### src/sv/prg_pkg.sv
`default_nettype none
package prg_pkg;

  // packed field widths of the camera registers
  localparam int ORIGIN_W  = 20;
  localparam int FWD_W     = 18;
  localparam int STEP_W    = 20;
  localparam int DIR_W     = 16;
  localparam int PIX_W     = 16;
  localparam int CFG_W     = 60;
  localparam int CFG_IDX_W = 3;
  localparam int RES_FIELD_W = 13;

  // normalization datapath
  localparam int MAG_W  = 30;
  localparam int SQ_W   = 2 * MAG_W;
  localparam int RAD_W  = SQ_W + 2;
  localparam int ROOT_W = RAD_W / 2;
  localparam int Q_W    = 15;
  localparam int FRAC_W = 14;
  localparam int DIR_ONE = 16384;

  localparam int DEFAULT_MAX_RESOLUTION = 4096;

  // register indexes
  typedef enum logic [CFG_IDX_W-1:0] {
    REG_ORIGIN  = 3'd0,
    REG_FORWARD = 3'd1,
    REG_HSTEP   = 3'd2,
    REG_VSTEP   = 3'd3,
    REG_WIDTH   = 3'd4,
    REG_HEIGHT  = 3'd5
  } prg_reg_t;

  localparam logic [59:0] ORIGIN_RST  = 60'd0;
  localparam logic [53:0] FORWARD_RST = 54'd17179869184;
  localparam logic [59:0] HSTEP_RST   = 60'd403646111719358464;
  localparam logic [59:0] VSTEP_RST   = 60'd681462;

  // per-ray data carried alongside the square root
  typedef struct packed {
    logic [2:0][MAG_W-1:0] mag;
    logic [2:0]            neg;
  } prg_side_t;

endpackage
`default_nettype wire

### src/sv/prg_isqrt.sv
`default_nettype none
module prg_isqrt import prg_pkg::*; (
  input  wire logic              clk,
  input  wire logic              rst,
  input  wire logic              in_valid,
  input  wire logic [RAD_W-1:0]  in_rad,
  input  wire prg_side_t         in_side,
  output logic                   out_valid,
  output logic [ROOT_W-1:0]      out_root,
  output prg_side_t              out_side
);

  localparam int REM_W = ROOT_W + 3;

  logic              vld  [ROOT_W+1];
  logic [RAD_W-1:0]  rad  [ROOT_W+1];
  logic [REM_W-1:0]  rem  [ROOT_W+1];
  logic [ROOT_W-1:0] root [ROOT_W+1];
  prg_side_t         side [ROOT_W+1];

  assign vld[0]  = in_valid;
  assign rad[0]  = in_rad;
  assign rem[0]  = '0;
  assign root[0] = '0;
  assign side[0] = in_side;

  // one root bit per stage, restoring digit recurrence
  for (genvar s = 0; s < ROOT_W; s++) begin : g_stage
    logic [REM_W-1:0] rem_sh;
    logic [REM_W-1:0] trial;
    logic             take;

    always_comb begin
      rem_sh = {rem[s][REM_W-3:0], rad[s][RAD_W-1 -: 2]};
      trial  = REM_W'({root[s], 2'b01});
      take   = rem_sh >= trial;
    end

    always_ff @(posedge clk) begin
      if (rst) begin
        vld[s+1] <= 1'b0;
      end else begin
        vld[s+1] <= vld[s];
      end
      rad[s+1]  <= {rad[s][RAD_W-3:0], 2'b00};
      rem[s+1]  <= take ? rem_sh - trial : rem_sh;
      root[s+1] <= {root[s][ROOT_W-2:0], take};
      side[s+1] <= side[s];
    end
  end

  assign out_valid = vld[ROOT_W];
  assign out_root  = root[ROOT_W];
  assign out_side  = side[ROOT_W];

endmodule
`default_nettype wire

### config.mk
export PLATFORM = sky130hd
export DESIGN_NAME = prg_isqrt
export DESIGN_NICKNAME = d
export VERILOG_FILES = /design/src/sv/prg_pkg.sv /design/src/sv/prg_isqrt.sv
export SDC_FILE = /design/constraint.sdc
export NUM_CORES = 2
export LEC_CHECK = 0
export BUFFER_PORTS_ARGS = -buffer_cell sky130_fd_sc_hd__buf_4
export CAP_MARGIN = 5
export CORE_MARGIN = 1
export CORE_UTILIZATION = 53
export DETAILED_ROUTE_END_ITERATION = 12
export HOLD_SLACK_MARGIN = 0.02
export MAX_ROUTING_LAYER = met4
export PLACE_DENSITY = 0.78
export SYNTH_ARGS = -nofsm -noshare
export SYNTH_HDL_FRONTEND = slang
export SYNTH_SLANG_ARGS = --single-unit
### constraint.sdc
create_clock -name clk -period 4.8 [get_ports clk]
set_input_delay 0.48 -clock clk [delete_from_list [all_inputs] [get_ports clk]]
set_output_delay 0.48 -clock clk [all_outputs]
set_load 0.01 [all_outputs]
# ---- Word-level counts from Yosys, hierarchy flattened
# Cells that the tools add are included.
dict set report totals {
  inputBits 158
  register_bits 5271
  output_inout_bits 125
}
dict set report classes {
  n_mux 30
  n_lt_le_gt_ge 31
  add_sub_neg 30
}
# op n
set ops {}
lappend ops {{32-bit two-way mux} 29}
lappend ops {{34-bit by 10-bit >= comparator with 1-bit output} 1}
lappend ops {{34-bit by 11-bit >= comparator with 1-bit output} 1}
lappend ops {{34-bit by 12-bit >= comparator with 1-bit output} 1}
lappend ops {{34-bit by 13-bit >= comparator with 1-bit output} 1}
lappend ops {{34-bit by 14-bit >= comparator with 1-bit output} 1}
lappend ops {{34-bit by 15-bit >= comparator with 1-bit output} 1}
lappend ops {{34-bit by 16-bit >= comparator with 1-bit output} 1}
lappend ops {{34-bit by 17-bit >= comparator with 1-bit output} 1}
lappend ops {{34-bit by 18-bit >= comparator with 1-bit output} 1}
lappend ops {{34-bit by 19-bit >= comparator with 1-bit output} 1}
lappend ops {{34-bit by 20-bit >= comparator with 1-bit output} 1}
lappend ops {{34-bit by 21-bit >= comparator with 1-bit output} 1}
lappend ops {{34-bit by 22-bit >= comparator with 1-bit output} 1}
lappend ops {{34-bit by 23-bit >= comparator with 1-bit output} 1}
lappend ops {{34-bit by 24-bit >= comparator with 1-bit output} 1}
lappend ops {{34-bit by 25-bit >= comparator with 1-bit output} 1}
lappend ops {{34-bit by 26-bit >= comparator with 1-bit output} 1}
lappend ops {{34-bit by 27-bit >= comparator with 1-bit output} 1}
lappend ops {{34-bit by 28-bit >= comparator with 1-bit output} 1}
lappend ops {{34-bit by 29-bit >= comparator with 1-bit output} 1}
lappend ops {{34-bit by 3-bit >= comparator with 1-bit output} 1}
lappend ops {{34-bit by 30-bit >= comparator with 1-bit output} 1}
lappend ops {{34-bit by 31-bit >= comparator with 1-bit output} 1}
lappend ops {{39 further kinds} 39}

# ---- Longest topological paths before layout
dict set report depth {
  word_depth 2
  depth_mapped 14
  mapped_depth_nobuf 13
}

# ---- Worst setup path before layout
# Ideal clock, no wire load.
dict set report synth_timing {
  path_type {register to register}
  startpoint {register root (netlist bit g_stage[18].trial[15])}
  endpoint {register rem (netlist bit g_stage[19].rem_sh[26])}
  arrival_time_ns 2.981
  required_time_ns 4.728
  path_stages_with_launch 14
  slack_ns 1.747
  path_cell_list {dfxtp_1 > inv_1 > ha_1 > clkbuf_1 > nand4_1 > or4_1 > or3_1 > nor3_1 > or4_1 > or4_1 > clkbuf_1 > nand2_1 > nor3_1 > xor2_1}
}
dict set report synth_between {
  elab_chain_len 2
}
# element line
set synth_rtl {}
lappend synth_rtl {{from (decl)} prg_isqrt.sv:18} ;# logic [ROOT_W-1:0] root [ROOT_W+1];
lappend synth_rtl {{from (signal, indexed assignment)} prg_isqrt.sv:47} ;# root[s+1] <= {root[s][ROOT_W-2:0], take};
lappend synth_rtl {{32-bit by 20-bit subtractor with 32-bit output or 34-bit by 20-bit >= comparator with 1-bit output (tied branches)} {prg_isqrt.sv:46, prg_isqrt.sv:36}}
lappend synth_rtl {{32-bit two-way mux *} prg_isqrt.sv:46} ;# rem[s+1] <= take ? rem_sh - trial : rem_sh;
lappend synth_rtl {{to (signal, indexed assignment)} prg_isqrt.sv:46}
lappend synth_rtl {{to (decl)} prg_isqrt.sv:17} ;# logic [REM_W-1:0] rem [ROOT_W+1];
# Mark *: on every way between the ends. The rest lies on a longest branch, timed or not.
# A chain may end at the register's enable or synchronous reset.

# ---- Final worst setup path
dict set report layout_timing {
  startpoint {register rem (netlist bit g_stage[10].rem_sh[14])}
  endpoint {register rem (netlist bit g_stage[11].rem_sh[27])}
}
dict set report layout_between {
  elab_chain_len 2
}
# element line
set layout_rtl {}
lappend layout_rtl {{32-bit by 12-bit subtractor with 32-bit output or 34-bit by 12-bit >= comparator with 1-bit output (tied branches)} {prg_isqrt.sv:46, prg_isqrt.sv:36}}
lappend layout_rtl {{32-bit two-way mux *} prg_isqrt.sv:46}
# Marked as above.

==> results.sh <==
export IMPL_synth_net_count=12130
export IMPL_htree_levels=5
export IMPL_path_class="register to register"
export IMPL_io_pins=283
export IMPL_dieHeight_um=524.6
export IMPL_hold_viol=0
export IMPL_stdcell_area_um2=168200
export IMPL_cp_top_family="simple AND/OR/NAND/NOR gates"
export IMPL_drt_iter0_drc=4211
export IMPL_syn2layout_area_growth_pct=16.17
export IMPL_netlist_area_um2=144800
export IMPL_required_ns=5.62
export IMPL_ys_types=87
export IMPL_max_stage_delay_ns=0.76
export IMPL_worstHoldPathCells=2
export IMPL_ant_nets=0
export IMPL_cp_start_kind="register"
export IMPL_worstReg2RegEnd="g_stage[11].rem_sh[27]"
export IMPL_dpl_cell_area_um2=150400
export IMPL_p_leak_nw=75.77
export IMPL_setup_ws_ns=0.9303
export IMPL_drc_errors=0
export IMPL_global_route_usage_met1=0.2390
export IMPL_use_met2=0.3717
export IMPL_wl_per_cell_um=17.45
export IMPL_synthArstFlopShare=0
export IMPL_wl_um=281100
export IMPL_worst_path_max_delay_cell="a311o_1"
export IMPL_end_kind="register"
export IMPL_ys_seq_elements=5254
export IMPL_ys_warn_count=0
export IMPL_min_from="in_rad[6]"
export IMPL_relSlewSlack=0.2809
export IMPL_synth_top_cell_area_share=0.7265
export IMPL_first_pass_iters=6
export IMPL_fin_crit_ns=3.870
export IMPL_synth_cells=11440
export IMPL_synth_top_cell_by_area="dfxtp_1"
export IMPL_fin_setup_tns_ns=0
export IMPL_arrival_ns=4.69
export IMPL_r2r_setup_slack_ns=0.93
export IMPL_ctsRootBufferMaster="clkbuf_16"
export IMPL_tightestPinTransition_ns=1.075
export IMPL_yosysMostFrequentCell="dfxtp_1"
export IMPL_overflow=0
export IMPL_core_um2=271200
export IMPL_maxSlewViolCount=0
export IMPL_crit_chain="or4_1 -> nor3_2 -> nand4_1 -> nand4_1 -> a311o_1 -> nand2b_1 -> nor2_1 -> or4b_1 -> xnor2_1"
export IMPL_gr_usage_met3=0.02625
export IMPL_grt_setup_unrepaired="false"
export IMPL_synthFlopType="dfxtp_1"
export IMPL_nets=12820
export IMPL_grt_pass1_wl_um=444500
export IMPL_io_buffers=282
export IMPL_crit_buf_inv=0
export IMPL_initial_core_util=0.5338
export IMPL_peakVddDrop_uv=445.6
export IMPL_path_clk_slew_ns=0.06
export IMPL_dieWidth_um=524.6
export IMPL_final_fill_count=19910
export IMPL_grt_max_degree=49
export IMPL_ys_seq_area_frac=0.7265
export IMPL_finalSetupViolCount=0
export IMPL_clk_path_buf_depth=4
export IMPL_avgViaCountPerCell=4.921
export IMPL_grtUsageTotal=0.2068
export IMPL_cts_setup_buffers=0
export IMPL_synth_edff_count=0
export IMPL_yosys_top_cells_count="5254 x dfxtp_1, 646 x inv_1, 595 x nor2_1"
export IMPL_worst_hold_slack_ns=0.1470
export IMPL_min_period_over_period=0.8062
export IMPL_status="finished, final reports clean"
export IMPL_max_cap_viol_count=0
export IMPL_worst_path_most_repeated_cell="nand4_1"
export IMPL_layout_drive_gt1_share=0.1024
export IMPL_hp_class="input pin to register"
export IMPL_die_area_um2=275300
export IMPL_cts_tree="built"
export IMPL_clock_sinks=5254
export IMPL_grt_busiest_layer="met2"
export IMPL_dp_hpwl_um=185000
export IMPL_yosys_top_cells_area="dfxtp_1 73%, ha_1 4.6%, xnor2_1 2.5%, xor2_1 2.2%, a21oi_1 2.0%"
export IMPL_reg2regPathDepth=9
export IMPL_clock_skew_final_ns=0.1192
export IMPL_first_global_vias=82730
export IMPL_clk_latency_ns=0.96
export IMPL_r2r_start="g_stage[10].rem_sh[14]"
export IMPL_rows=191
export IMPL_final_util=0.6201
export IMPL_crit_path_max_fanout=25
export IMPL_antenna_found_initial=12
export IMPL_whs_endpoint="rad[1868]"
export IMPL_syn_avg_cell_area_um2=12.65
export IMPL_numCtsBuffers=465
export IMPL_fmax_mhz=258.4
export IMPL_dr_total_vias=79270
export IMPL_pre_cts_slack_ns=1.005
export IMPL_gp_congestion=0.9021
export IMPL_power_density_nw_per_um2=586.0
## worst register-to-register path: cells and delay by family, from the launching register on
kind / cells / cell delay, ns
AND/OR/NAND/NOR: 7 / 2.52
flip-flops: 1 / 0.33
XOR/XNOR: 1 / 0.14
AO/OA/AOI/OAI: 1 / 0.76
## worst max-delay path by stage
stage,startpoint,endpoint,slack [ns],cells past startpoint
after floorplan,g_stage[18].trial[15],g_stage[19].rem_sh[26],1.75,13
after global placement,g_stage[29].trial[13],g_stage[30].rem_sh[13],0.59,12
after detailed placement,g_stage[10].rem_sh[14],g_stage[11].rem_sh[27],1.00,9
after CTS,g_stage[10].rem_sh[14],g_stage[11].rem_sh[27],0.97,9
after global routing,g_stage[10].rem_sh[15],g_stage[11].rem_sh[27],0.54,9
final,g_stage[10].rem_sh[14],g_stage[11].rem_sh[27],0.93,9
## report_power, final
group	leakage [nW]	total [W]	internal (W)	switching, W
clock	7.92	0.0381	0.0219	0.0162
combinational	23.7	0.00933	0.00420	0.00512
sequential	44.2	0.0511	0.0482	0.00294
total	75.8	0.0986	0.0743	0.0243
## per-layer routing
| layer | routed length (µm) | vias to the layer above | share of wire |
|---|---|---|---|
| li1 | - | 39470 | - |
| met3 | 10230 | 508 | 0.036 |
| met4 | 7760 | 0 | 0.028 |
| met1 | 118400 | 37680 | 0.42 |
| met5 | 0 | - | 0 |
| met2 | 144700 | 1614 | 0.51 |
## cell usage in the layout, fill, tap and decap left out, types with 26 or more instances in the layout
| cell type | count |
|---|---|
| nand3_1 | 119 |
| clkbuf_16 | 469 |
| a21oi_1 | 586 |
| o21bai_1 | 47 |
| a211oi_1 | 45 |
| and3_1 | 43 |
| bufinv_16 | 39 |
| nor3_1 | 207 |
| o31ai_1 | 48 |
| a31oi_1 | 38 |
| dfxtp_1 | 5254 |
| o21a_1 | 97 |
| a21boi_0 | 31 |
| nand2_1 | 498 |
| dlygate4sd3_1 | 159 |
| or4_1 | 50 |
| a21o_1 | 192 |
| or3_1 | 111 |
| clkbuf_1 | 79 |
| nor2_1 | 593 |
| o211ai_1 | 26 |
| mux2_2 | 100 |
| clkinv_2 | 93 |
| clkbuf_8 | 108 |
| xnor2_1 | 408 |
| or2_2 | 41 |
| inv_1 | 646 |
| nor2b_1 | 105 |
| ha_1 | 528 |
| o21ai_0 | 380 |
| and2_1 | 34 |
| nand2b_1 | 100 |
| nand4_1 | 101 |
| xor2_1 | 357 |
| buf_4 | 313 |
| nor4_1 | 100 |
## area by class of cell
type                            instances  area (µm²)  area share
Timing Repair Buffer                  475        4001     0.02379
Inverter                              652        2447     0.01455
Antenna cell                            6       15.01  0.00008927
Tap cell                             3570        4467     0.02656
Clock buffer                          656       13520     0.08038
Multi-Input combinational cell       5289       35920      0.2136
Sequential cell                      5254      105200      0.6254
Clock inverter                        207        2638     0.01568
## repair_timing
| item | CTS | global route |
|---|---|---|
| endpoints found under the hold margin | 187 | 0 |
| hold buffers | 159 | 0 |
| gates resized for setup | 0 | 0 |
## per-stage QoR
stage,total power [W],instances
floorplan,0.05777,11440
global placement,0.06091,15080
global route,0.1029,16110
detailed placement,0.06116,15080
CTS,0.09946,16100
finish,0.09856,16110
## cell families after synthesis
logic type | Yosys count | share of synthesized area
adders and majority gates | 528 | 0.04563
muxes | 110 | 0.008478
and+or+nand+nor | 2210 | 0.07589
DFF | 5254 | 0.7265
buffers and inverters | 900 | 0.02581
xor gates and xnor gates | 765 | 0.04628
other | 1 | 0.00002590
AOI/OAI and AO/OA | 1675 | 0.07137
## registers in the layout, summed over array words and instances, names as in the netlist
signal	cells
out_root	31
g_stage.trial	465
rad	870
side	2790
vld	30
g_stage.rem_sh	974
out_side	93
out_valid	1
(Power assumes the default switching activity.)
